===== src/rtl/frustum_sphere_culling_core_assert.svh =====
// Assertion macros for the frustum sphere culling core.
// Used by the core RTL file, which checks its own sequencing; no dependencies.
`ifndef FRUSTUM_SPHERE_CULLING_CORE_ASSERT_SVH
`define FRUSTUM_SPHERE_CULLING_CORE_ASSERT_SVH
`ifndef SYNTHESIS
`define FSC_ASSERT(lbl, prop, msg) \
  lbl: assert property (@(posedge clk) disable iff (rst) (prop)) else $error(msg);
`define FSC_ASSERT_IMPL(lbl, ante, cons, msg) \
  lbl: assert property (@(posedge clk) disable iff (rst) (ante) |-> (cons)) else $error(msg);
`else
`define FSC_ASSERT(lbl, prop, msg)
`define FSC_ASSERT_IMPL(lbl, ante, cons, msg)
`endif
`endif


===== src/rtl/fsc_isqrt.sv =====
// Bit-by-bit integer square root of a 64-bit value, one result bit per cycle.
// Depends on nothing outside this file.
`default_nettype none
module fsc_isqrt (
  input  logic        clk,
  input  logic        rst,
  input  logic        start,
  input  logic [63:0] value,
  output logic        done,
  output logic [31:0] root
);
  logic busy;
  logic [63:0] rem;
  logic [63:0] res;
  logic [63:0] bitm;
  logic [63:0] trial;

  assign trial = res + bitm;
  assign root = res[31:0];

  always_ff @(posedge clk) begin
    if (rst) begin
      busy <= 1'b0;
      done <= 1'b0;
    end else begin
      done <= 1'b0;
      if (start) begin
        busy <= 1'b1;
      end else if (busy && bitm[0]) begin
        busy <= 1'b0;
        done <= 1'b1;
      end
    end
  end

  always_ff @(posedge clk) begin
    if (start) begin
      rem <= value;
      res <= '0;
      bitm <= {2'b01, 62'd0};
    end else if (busy) begin
      if (rem >= trial) begin
        rem <= rem - trial;
        res <= (res >> 1) + bitm;
      end else begin
        res <= res >> 1;
      end
      bitm <= bitm >> 2;
    end
  end
endmodule
`default_nettype wire


===== config.mk =====
export PLATFORM = sky130hd
export DESIGN_NAME = fsc_isqrt
export DESIGN_NICKNAME = d
export VERILOG_FILES = /design/src/rtl/frustum_sphere_culling_core_assert.svh /design/src/rtl/fsc_isqrt.sv
export SDC_FILE = /design/constraint.sdc
export NUM_CORES = 1
export LEC_CHECK = 0
export BUFFER_PORTS_ARGS = -buffer_cell sky130_fd_sc_hd__buf_2
export CAP_MARGIN = 20
export CORE_MARGIN = 2
export CORE_UTILIZATION = 56
export CTS_BUF_LIST = sky130_fd_sc_hd__clkbuf_8
export DETAILED_ROUTE_END_ITERATION = 8
export HOLD_SLACK_MARGIN = 0.1
export PLACE_DENSITY = 0.74
export SLEW_MARGIN = 20
export SYNTH_ARGS = -nofsm -noshare
export SYNTH_HDL_FRONTEND = slang
export SYNTH_SLANG_ARGS = --single-unit

===== constraint.sdc =====
create_clock -name clk -period 8.88 [get_ports clk]
set_input_delay 1.332 -clock clk [delete_from_list [all_inputs] [get_ports clk]]
set_output_delay 1.332 -clock clk [all_outputs]
set_load 0.03 [all_outputs]

==> out/metrics.cfg <==
[clocking]
clk_path_buf_depth = 2
numCtsBuffers = 17
root_buffer = clkbuf_8
cts_hold_buf = 0
cts_sinks = 162
post_cts_resized = 0
path_clk_slew_ns = 0.10
htree_levels = 4
clk_latency_ns = 0.49
postCtsSetupBuffers = 0
cts_tree = done

[critical_path]
cp_max_fo = 44
end_kind = flop
crit_type = flop to flop
worstPathArrival_ns = 7.69
critPathLaunchType = flop
required_ns = 9.27

[route]
first_iter_violations = 1148
num_vias = 14500
avgViaCountPerCell = 6.38
wl_um = 42200
post_drt_wl_per_cell_um = 18.6
dr.pass1.iters = 6
route.detailed.drc = 0
final_antenna_net_count = 0

[place]
place_ws_ns = 1.78
port_buffers = 99
dp_hpwl_um = 32600
place_inst = 2234
globalplace.congestion = 0.940

[timing]
fmax_ghz = 0.137
worst_slack_ns = 1.58
fin_skew_ns = 0.0272
finalCritPeriodShare = 0.822
rsz0062_at_grt = false
setup_viol = 0
worst_pin_slew_ns = 0.853
slew_viol_final = 0
finalHoldViolCount = 0
period_needed_ns = 7.30
tns_ns = 0
slew_headroom = 0.431

[outcome]
outcome = completed

[synth]
synth_edf_count = 64
synth-seq-cells = 162
yosysSeqAreaShare = 0.256
synthArstFlopShare = 0
ys_types = 79
syn_area_mm2 = 0.0152
ys_warn_count = 0
avgSynthCellArea_um2 = 7.86
synth_nets = 2129
synth_top_flop_cell = dfxtp_1
syn_inst = 1931

[floorplanning]
die-area_mm2 = 0.0285
die_w_um = 169
dieHeight_um = 169
initial_core_util = 0.567
core_mm2 = 0.0268
num_rows = 60
ios = 100

[global_route]
grt_max_degree = 92
grt_overflow = 0
grt_pass1_vias = 13800
grt_use_total = 0.294
antenna_found_initial = 0
grt_pass1_wl_um = 68200

[layout]
area_growth_pct = 4.49
final_cells = 2266
nFillCells = 2492
nets = 2110
drive_gt1_frac = 0.0909
n_antenna_cell = 0

[hold_path]
hp-class = flop to flop

[power]
leakage_nw = 6.11
ir_worst_vdd_mv = 0.174
powerDensity_mw_per_mm2 = 296
p_total_mw = 4.70

[flow_run]
max_cap_viol_count = 0

==> cells by family after synthesis <==
| family | count (synthesis) | synth area share |
|---|---|---|
| AO/OA/AOI/OAI | 637 | 0.272 |
| XOR/XNOR | 147 | 0.0848 |
| adder cells (fa/ha/maj) | 131 | 0.108 |
| buffers and inverters | 189 | 0.0559 |
| flip-flops | 162 | 0.256 |
| multiplexers | 51 | 0.0341 |
| AND/OR/NAND/NOR | 614 | 0.189 |
==> state kept, by name, indices dropped and copies added, names as in the netlist <==
| register | cells |
|---|---|
| res | 64 |
| rem | 64 |
| busy | 1 |
| bitm | 32 |
| done | 1 |
==> cells in the final DEF (no fill, tap or decap), types with 20 or more instances in the layout <==
| master | instances |
|---|---|
| nor3_1 | 35 |
| nand2_1 | 194 |
| a31oi_1 | 60 |
| a21o_1 | 47 |
| nand3_1 | 33 |
| nand4_1 | 42 |
| o21bai_1 | 26 |
| ha_1 | 130 |
| mux2i_1 | 45 |
| xor2_1 | 66 |
| or3_1 | 20 |
| buf_2 | 98 |
| o21ai_0 | 119 |
| o21ai_1 | 62 |
| a211oi_1 | 43 |
| edfxtp_1 | 64 |
| xnor2_1 | 81 |
| a21oi_1 | 127 |
| nor2_1 | 176 |
| inv_1 | 45 |
| dfxtp_1 | 97 |
| and2_1 | 21 |
==> Yosys cell counts, drive strengths merged (10+ instances only) <==
library cell | n | share of area
a21oi | 127 | 0.042
or3 | 20 | 0.0082
xor2 | 66 | 0.038
nand3 | 33 | 0.011
nand4 | 42 | 0.017
a211oi | 43 | 0.021
xnor2 | 81 | 0.047
nor4 | 10 | 0.0041
a2111oi | 10 | 0.0083
ha | 130 | 0.11
a31o | 18 | 0.010
dfxtp | 98 | 0.13
o21a | 18 | 0.0089
o21bai | 26 | 0.013
buf | 53 | 0.022
nor2b | 19 | 0.0078
o21ai | 181 | 0.060
clkbuf | 91 | 0.022
a311oi | 19 | 0.011
and2 | 22 | 0.0091
nor2 | 177 | 0.044
inv | 44 | 0.011
mux2i | 45 | 0.030
nand2b | 15 | 0.0062
nand2 | 195 | 0.048
a31oi | 60 | 0.025
edfxtp | 64 | 0.13
and3 | 19 | 0.0078
nor3 | 35 | 0.012
a21o | 47 | 0.023
==> metal layers <==
| layer | routed length [µm] | track usage | up-vias | share of wire |
|---|---|---|---|---|
| li1 | - | - | 7114 | - |
| met1 | 19000 | 0.386 | 6734 | 0.45 |
| met2 | 18900 | 0.475 | 503 | 0.45 |
| met3 | 2710 | 0.0538 | 111 | 0.064 |
| met4 | 1620 | 0.126 | 0 | 0.038 |
| met5 | 0 | 0 | - | 0 |
==> layout make-up <==
class / instances / area [µm²] / share of cell area
clock buffer: 18 / 248 / 0.0156
clock inverter: 14 / 125 / 0.00789
inverter: 45 / 169 / 0.0106
multi-input combinational: 1580 / 10500 / 0.659
sequential: 162 / 3890 / 0.245
tap: 341 / 427 / 0.0269
timing repair buffer: 106 / 554 / 0.0349
==> critical path: stages (launching register included) <==
cell,delay (ns)
dfxtp_1,0.39
ha_1,0.38
a31oi_1,0.17
nor3_1,0.34
o21ai_0,0.24
a21oi_1,0.42
o311ai_1,0.16
a2111o_1,0.51
a21oi_1,0.44
a31o_2,0.30
nor3_1,0.06
a311oi_1,0.24
ha_1,0.33
a21oi_1,0.18
o21bai_1,0.08
a21oi_1,0.26
o21ai_0,0.22
a211oi_1,0.20
nor3b_1,0.56
or2_2,0.75
buf_4,0.46
nor2_1,0.11
xnor2_1,0.14
a211oi_1,0.24
==> through the flow <==
step	hold slack (ns)	area (µm²)	utilization
after floorplan	0.460	15200	-
after global placement	0.491	15500	0.578
after detailed placement	0.498	15500	0.578
after CTS	0.514	15900	0.592
after global routing	0.545	15900	0.592
final	0.518	15900	0.592
==> report_power, final <==
part | switching, mW | internal, mW | total, mW | leakage (nW)
Clock | 0.313 | 0.233 | 0.547 | 0.199
Sequential | 0.180 | 1.04 | 1.22 | 1.44
Combinational | 1.81 | 1.12 | 2.93 | 4.47
==> worst paths after layout <==
kind | depth (start not counted) | end | start | slack, ns
worst max register to register | 23 | res[19]$_SDFFE_PP0P_ | res[2]$_SDFFE_PP0P_ | 1.58
worst max-delay path | 23 | res[19]$_SDFFE_PP0P_ | res[2]$_SDFFE_PP0P_ | 1.58
worst min-delay path | 2 | res[0]$_SDFFE_PP0P_ | res[0]$_SDFFE_PP0P_ | 0.52
worst min register to register | 2 | res[0]$_SDFFE_PP0P_ | res[0]$_SDFFE_PP0P_ | 0.52
No activity file was read; power rests on OpenSTA's default activity.
