<file path="config.mk">
export PLATFORM = sky130hd
export DESIGN_NAME = fsc_div
export DESIGN_NICKNAME = d
export VERILOG_FILES = /design/src/rtl/frustum_sphere_culling_core_assert.svh /design/src/rtl/fsc_pkg.sv /design/src/rtl/fsc_div.sv
export SDC_FILE = /design/constraint.sdc
export NUM_CORES = 1
export LEC_CHECK = 0
export ABC_AREA = 0
export BUFFER_PORTS_ARGS = -buffer_cell sky130_fd_sc_hd__buf_2
export CELL_PAD_IN_SITES_DETAIL_PLACEMENT = 0
export CELL_PAD_IN_SITES_GLOBAL_PLACEMENT = 2
export CORE_MARGIN = 2
export CORE_UTILIZATION = 38
export CTS_CLUSTER_DIAMETER = 150
export DETAILED_ROUTE_END_ITERATION = 6
export PLACE_DENSITY = 0.83
export SLEW_MARGIN = 20
export SYNTH_ARGS = -nofsm -noshare
export SYNTH_HDL_FRONTEND = slang
export SYNTH_SLANG_ARGS = --single-unit
</file>
<file path="constraint.sdc">
create_clock -name clk -period 8.8 [get_ports clk]
set_clock_uncertainty 0.05 [all_clocks]
set_input_delay 1.76 -clock clk [delete_from_list [all_inputs] [get_ports clk]]
set_output_delay 1.76 -clock clk [all_outputs]
set_load 0.02 [all_outputs]
</file>
<file path="src/rtl/frustum_sphere_culling_core_assert.svh">
// Assertion macros for the frustum sphere culling core.
// Used by the core RTL file, which checks its own sequencing; no dependencies.
`ifndef FRUSTUM_SPHERE_CULLING_CORE_ASSERT_SVH
`define FRUSTUM_SPHERE_CULLING_CORE_ASSERT_SVH
`ifndef SYNTHESIS
`define FSC_ASSERT(lbl, prop, msg) \
  lbl: assert property (@(posedge clk) disable iff (rst) (prop)) else $error(msg);
`define FSC_ASSERT_IMPL(lbl, ante, cons, msg) \
  lbl: assert property (@(posedge clk) disable iff (rst) (ante) |-> (cons)) else $error(msg);
`else
`define FSC_ASSERT(lbl, prop, msg)
`define FSC_ASSERT_IMPL(lbl, ante, cons, msg)
`endif
`endif

</file>
<file path="src/rtl/fsc_pkg.sv">
// Package for the frustum sphere culling core: sizes, codes and item types.
// No dependencies.
`default_nettype none
package fsc_pkg;
  localparam int NUM_PLANES = 6;
  localparam int FRAC_BITS = 16;
  localparam int NORM_BITS = 30;
  localparam int SHIFT_MAX = (NORM_BITS > FRAC_BITS) ? NORM_BITS : FRAC_BITS;
  localparam int DIV_W = 32 + SHIFT_MAX;
  localparam int PLANE_W = (NUM_PLANES > 1) ? $clog2(NUM_PLANES) : 1;

  localparam logic MODE_LOAD = 1'b0;
  localparam logic MODE_TEST = 1'b1;

  localparam logic [1:0] VERDICT_INSIDE = 2'd0;
  localparam logic [1:0] VERDICT_INTERSECT = 2'd1;
  localparam logic [1:0] VERDICT_OUTSIDE = 2'd2;

  typedef struct packed {
    logic mode;
    logic [2:0] plane_index;
    logic signed [31:0] coef_a;
    logic signed [31:0] coef_b;
    logic signed [31:0] coef_c;
    logic signed [31:0] coef_d;
    logic signed [31:0] center_x;
    logic signed [31:0] center_y;
    logic signed [31:0] center_z;
    logic [30:0] radius;
  } in_item_t;

  typedef struct packed {
    logic [1:0] verdict;
    logic degenerate;
  } out_item_t;

  typedef struct packed {
    logic signed [31:0] nx;
    logic signed [31:0] ny;
    logic signed [31:0] nz;
    logic signed [31:0] offset;
  } plane_t;
endpackage
`default_nettype wire

</file>
<file path="src/rtl/fsc_div.sv">
// Restoring unsigned divider, one quotient bit per cycle.
// Depends on fsc_pkg for the dividend width.
`default_nettype none
module fsc_div (
  input  logic                     clk,
  input  logic                     rst,
  input  logic                     start,
  input  logic [fsc_pkg::DIV_W-1:0] dividend,
  input  logic [31:0]              divisor,
  output logic                     done,
  output logic [fsc_pkg::DIV_W-1:0] quotient
);
  import fsc_pkg::*;
  localparam int CNT_W = $clog2(DIV_W);

  logic busy;
  logic [CNT_W-1:0] cnt;
  logic [31:0] rem;
  logic [31:0] dsr;
  logic [DIV_W-1:0] qsh;
  logic [32:0] rem_sh;
  logic [32:0] rem_sub;
  logic ge;

  assign rem_sh = {rem, qsh[DIV_W-1]};
  assign ge = rem_sh >= {1'b0, dsr};
  assign rem_sub = rem_sh - {1'b0, dsr};
  assign quotient = qsh;

  always_ff @(posedge clk) begin
    if (rst) begin
      busy <= 1'b0;
      done <= 1'b0;
      cnt <= '0;
    end else begin
      done <= 1'b0;
      if (start) begin
        busy <= 1'b1;
        cnt <= CNT_W'(DIV_W - 1);
      end else if (busy) begin
        if (cnt == '0) begin
          busy <= 1'b0;
          done <= 1'b1;
        end else begin
          cnt <= cnt - 1'b1;
        end
      end
    end
  end

  always_ff @(posedge clk) begin
    if (start) begin
      rem <= '0;
      dsr <= divisor;
      qsh <= dividend;
    end else if (busy) begin
      rem <= ge ? rem_sub[31:0] : rem_sh[31:0];
      qsh <= {qsh[DIV_W-2:0], ge};
    end
  end
endmodule
`default_nettype wire
</file>
==> flow_summary.toml, run 1 <==
[logic_synthesis]
synth_edf_count = 94
ys_async_sr_fraction_pct = 0
ys_seq_area_share_pct = 50.29
synthFlopType = "edfxtp_1"
ys_types = 61
synthCells = 653
ys_seq_elements = 134
syn_avg_cell_area_um2 = 11.03
ys_warn_count = 0
synth_nets = 785
syn_area_um2 = 7206

[worst_setup_path]
cp.depth = 11
cp_top_family = "compound AO/OA/AOI/OAI gates"
critPathSlowestCell = "o21a_1"
path_class = "reg2reg"
crit_required_ns = 9.07
path_max_fanout = 21
max_stage_delay_ns = 0.65
rr_worst_depth = 11
critPathCaptureType = "register"
worstPathArrival_ns = 3.95
r2r_setup_slack_ns = 5.11
startpoint_type = "register"
critPathBufInv = 2
crit_path_cell_trace = "inv_1 -> ha_1 -> a21oi_1 -> o21ai_1 -> a2111oi_4 -> or4b_4 -> a41oi_4 -> o21a_1 -> buf_4 -> nand2_1 -> a311oi_1"

[clock_tree]
clockBufferDepth = 2
cts_tree = "built"
cts_buffers = 17
clk_latency_ns = 0.42
cts_post_setup_buffers_inserted = 0
hold_buffers = 0
cts.sinks = 134
cts_max_level = 4
root_buffer = "clkbuf_16"
clk_pin_slew_ns = 0.06
post_cts_resized = 0

[timing]
period_minus_slack_ns = 3.687
final.period_utilization_pct = 41.89
rsz0062_at_grt = "false"
timing.fmax_ghz = 0.2712
max_slew.worst_pin.slew_ns = 1.089
fin_tns_setup_ns = 0
setup_viol = 0
setup_ws_ns = 5.113
relSlewSlack_pct = 26.88
finalHoldViolCount = 0
slew_viol_final = 0

[layout]
layout_commonest_cell = "buf_2"
antenna-diode-count = 0
layout_common_cells = "buf_2 (158), edfxtp_1 (94), mux2_2 (63), nor2_1 (59), nand2_1 (56)"
drive_gt1_share_pct = 33.29
nFillCells = 1780
area_growth_pct = 21.32
stdcell_area_um2 = 8742
fin_nets = 936

[global_route]
grtUsageMet2_pct = 28.95
grt_overflow = 0
grt_pass1_wl_mm = 28.01
met1_usage_pct = 21.69
grt_pass1_vias = 5590
track_usage_pct = 17.53
top_usage_layer = "met2"
antenna_found_initial = 3
met3_usage_pct = 6.311
grt_max_degree = 63

[floorplanning]
coreArea_um2 = 18640
ioPinCount = 160
dieArea_um2 = 20080
die_w_um = 141.7
die_h_um = 141.7
start_util_pct = 38.65
num_rows = 50

[run]
maxCapViolCount = 0

[detailed_routing]
drtPass1Iterations = 5
first_iter_violations = 296
wl_per_cell_um = 16.60
wl_mm = 17.45
ant_nets = 0
drc = 0
viasPerCell = 5.296
vias = 5566

[min_path]
hold_depth = 2
min_path_type = "reg2reg"

[placed_design]
place.gp.congestion = 0.8372
placed_cell_area_um2 = 8172
dp_slack_ns = 5.129
io_buffers = 159
place.detailed.hpwl_mm = 12.63

[status]
status = "finished, final reports clean"

[power]
leakagePower_nw = 3.678
peakVddDrop_v = 0.0001642
p_per_area_nw_per_um2 = 208.5
-- kinds of logic (layout without fill, tap and decap cells) --
kind of cell / count (synthesis) / after routing / share of synthesized area [%]
adders and majority gates: 35 / 35 / 6.182
DFF: 134 / 134 / 50.29
muxes: 67 / 67 / 10.47
AOI/OAI and AO/OA: 138 / 138 / 13.93
buffers and inverters: 76 / 240 / 4.601
and+or+nand+nor: 176 / 176 / 11.25
xor gates and xnor gates: 27 / 27 / 3.282
-- through the flow --
step / total power, mW / utilization, % / instances / hold WS, ns
6_report: 1.823 / 46.89 / 1051 / 0.4454
5_1_grt: 1.906 / 46.89 / 1051 / 0.4630
4_1_cts: 1.844 / 46.89 / 1051 / 0.4439
3_5_place_dp: 1.144 / 43.83 / 1019 / 0.4328
3_3_place_gp: 1.141 / 43.83 / 1019 / 0.4274
2_1_floorplan: 1.038 / - / 653 / 0.4036
-- synth_stat cells (13+ instances only) --
cell      instances  area share, %
xnor2_1          16            1.9
dfxtp_1          40             11
ha_1             34            5.9
nand3_1          13           0.90
edfxtp_1         94             39
a21oi_1          36            2.5
o21ai_0          19            1.3
clkbuf_1         22            1.1
nor2_1           59            3.1
mux2_2           63            9.8
a311oi_1         13            1.6
nand2_1          56            2.9
inv_1            43            2.2
-- where the power goes --
group | switching, mW | leakage [nW] | internal, mW
logic | 0.210 | 2.14 | 0.147
registers | 0.0321 | 1.27 | 0.742
clock network | 0.295 | 0.273 | 0.396
-- flip-flops by register name (all words and copies together) (netlist names) --
name	count
quotient	62
dsr	32
rem	32
cnt	6
busy	1
done	1
-- worst paths after layout --
check,endpoint,start
worst max-delay path,rem[10],dsr[14]
worst min-delay path,rem[1],rem[1]
worst max register to register,rem[10],dsr[14]
worst min register to register,rem[1],rem[1]
-- layer usage --
| metal | part of all wire [%] | vias up |
|---|---|---|
| met3 | 7.3 | 12 |
| li1 | - | 2705 |
| met4 | 0.85 | 4 |
| met2 | 48 | 180 |
| met1 | 44 | 2665 |
| met5 | 0.14 | - |
-- worst register-to-register path, delay by kind of cell, from the launching register on --
family                   cells  cell delay, ns
AO/OA/AOI/OAI                6            1.78
flip-flops                   1            0.33
adder cells (fa/ha/maj)      1            0.38
AND/OR/NAND/NOR              2            0.63
buffers and inverters        2            0.42
-- layout make-up --
type                       instances  area (um2)  share of cell area, %
multi-input combinational        443        3251                  37.18
sequential                       134        3623                  41.45
inverter                          43       161.4                  1.846
timing repair buffer             165       843.3                  9.646
tap                              234       292.8                  3.349
clock inverter                    14       141.4                  1.617
clock buffer                      18       429.2                  4.909
No activity file was read; power rests on OpenSTA's default activity.
==> run 2, diff against run 1 <==
--- a/config.mk
+++ b/config.mk
@@ -10,10 +10,10 @@
 export CELL_PAD_IN_SITES_DETAIL_PLACEMENT = 0
 export CELL_PAD_IN_SITES_GLOBAL_PLACEMENT = 2
 export CORE_MARGIN = 2
-export CORE_UTILIZATION = 38
+export CORE_UTILIZATION = 35
 export CTS_CLUSTER_DIAMETER = 150
 export DETAILED_ROUTE_END_ITERATION = 6
-export PLACE_DENSITY = 0.83
+export PLACE_DENSITY = 0.77
 export SLEW_MARGIN = 20
 export SYNTH_ARGS = -nofsm -noshare
 export SYNTH_HDL_FRONTEND = slang
==> constraint.sdc (replaced) <==
create_clock -name clk -period 3.8 [get_ports clk]
set_clock_uncertainty 0.05 [all_clocks]
set_input_delay 0.76 -clock clk [delete_from_list [all_inputs] [get_ports clk]]
set_output_delay 0.76 -clock clk [all_outputs]
set_load 0.02 [all_outputs]
==> run 2 against run 1 <==
Effect of this change:
- worst hold slack lost 0.0034 ns
- wire length grew 4.1%
- via count shrank 1.4%
- utilization shrank 3.2 points
- die area grew 8.3%
- flip-flop and latch count is the same
- cell count grew 3.6%
- maximum frequency grew 9.4%
- count of clock-buffer cells in the layout shrank 1
- register-to-register slack lost 4.7 ns
- sequential power grew 130%
- final area grew 1.1%
- critical endpoint is now rem[20]
- largest power group unchanged
- highest routed layer unchanged
==> flow_summary.toml, run 2 (synthesis gave the netlist of run 1 again) <==
[global_route]
antenna_found_initial = 2
grt_pass1_vias = 5803
grt_pass1_wl_mm = 29.87
grt_overflow = 0
grt_max_degree = 63
track_usage_pct = 17.15

[clock_tree]
clk_latency_ns = 0.43
cts_buffers = 17
cts_post_setup_buffers_inserted = 0
root_buffer = "clkbuf_16"
cts_tree = "built"
post_cts_resized = 0
hold_buffers = 0
clk_pin_slew_ns = 0.07
cts.sinks = 134
clockBufferDepth = 2
cts_max_level = 4

[detailed_routing]
vias = 5490
drtPass1Iterations = 4
wl_per_cell_um = 16.67
wl_mm = 18.16
ant_nets = 0
first_iter_violations = 272
viasPerCell = 5.041
drc = 0

[worst_setup_path]
worstPathArrival_ns = 3.64
startpoint_type = "register"
crit_required_ns = 4.07
path_class = "reg2reg"
critPathCaptureType = "register"
path_max_fanout = 18

[power]
p_per_area_nw_per_um2 = 484.2
peakVddDrop_v = 0.0002765
leakagePower_nw = 3.713

[floorplanning]
start_util_pct = 35.61
die_h_um = 147.5
num_rows = 52
coreArea_um2 = 20230
die_w_um = 147.5
ioPinCount = 160
dieArea_um2 = 21750

[timing]
period_minus_slack_ns = 3.370
max_slew.worst_pin.slew_ns = 0.8174
rsz0062_at_grt = "false"
setup_ws_ns = 0.4295
final.period_utilization_pct = 88.70
timing.fmax_ghz = 0.2967
setup_viol = 0
finalHoldViolCount = 0
fin_tns_setup_ns = 0
relSlewSlack_pct = 45.30
slew_viol_final = 0

[placed_design]
io_buffers = 159
dp.cells = 1057
dp_slack_ns = 0.4087
placed_cell_area_um2 = 8257
place.gp.congestion = 0.8054
place.detailed.hpwl_mm = 13.34

[layout]
area_growth_pct = 22.63
layout_common_cells = "buf_2 (158), edfxtp_1 (94), mux2_2 (63), nor2_1 (59), nand2_1 (56)"
layout_commonest_cell = "buf_2"
drive_gt1_share_pct = 33.70
final_cells = 1089
antenna-diode-count = 0
fin_util_pct = 43.67
largest_reg_flops = 62
fin_nets = 938
stdcell_area_um2 = 8836

[min_path]
min_path_type = "reg2reg"

[run]
maxCapViolCount = 0

[status]
status = "finished, final reports clean"
## run 2: final timing paths
check | depth (start not counted) | to | from | slack [ns]
worst max-delay path | 11 | rem[20] | dsr[16] | 0.43
worst min-delay path | 2 | rem[1] | rem[1] | 0.44
worst max register to register | 11 | rem[20] | dsr[16] | 0.43
worst min register to register | 2 | rem[1] | rem[1] | 0.44
## run 2: worst max-delay path, stage by stage, from the launching register on
cell and delay, ns:
edfxtp_1 0.32, inv_1 0.04, ha_1 0.46, nand3_1 0.15, nor3_2 0.25, nand2_1 0.11, o41ai_1 0.54, a21oi_1 0.23
o21ai_1 0.35, buf_4 0.36, nand2_1 0.12, a311oi_1 0.28
## run 2: per-stage QoR
step / total power, mW / hold slack [ns]
after detailed placement: 2.659 / 0.4309
after global placement: 2.651 / 0.4286
after floorplan: 2.404 / 0.4036
after global routing: 4.487 / 0.4388
after CTS: 4.332 / 0.4388
final: 4.279 / 0.4420
## run 2: final cells by class
type	instances	area, um2
Clock inverter	15	153.9
Clock buffer	17	425.4
Inverter	43	161.4
Sequential cell	134	3623
Timing Repair Buffer	167	883.3
Tap cell	270	337.8
Multi-Input combinational cell	443	3251
Fill cell	1958	11400
## run 2: power by group
group	total (mW)	switching, mW	internal (mW)
Clock	1.65	0.725	0.929
Combinational	0.835	0.489	0.346
Sequential	1.79	0.0724	1.72
## run 2: layer usage
layer,wire (um),vias up,track usage (%)
met5,24,-,0
met4,291,4,4.808
met3,1533,25,6.790
met2,8559,155,28.34
met1,7746,2603,20.85
li1,-,2703,-
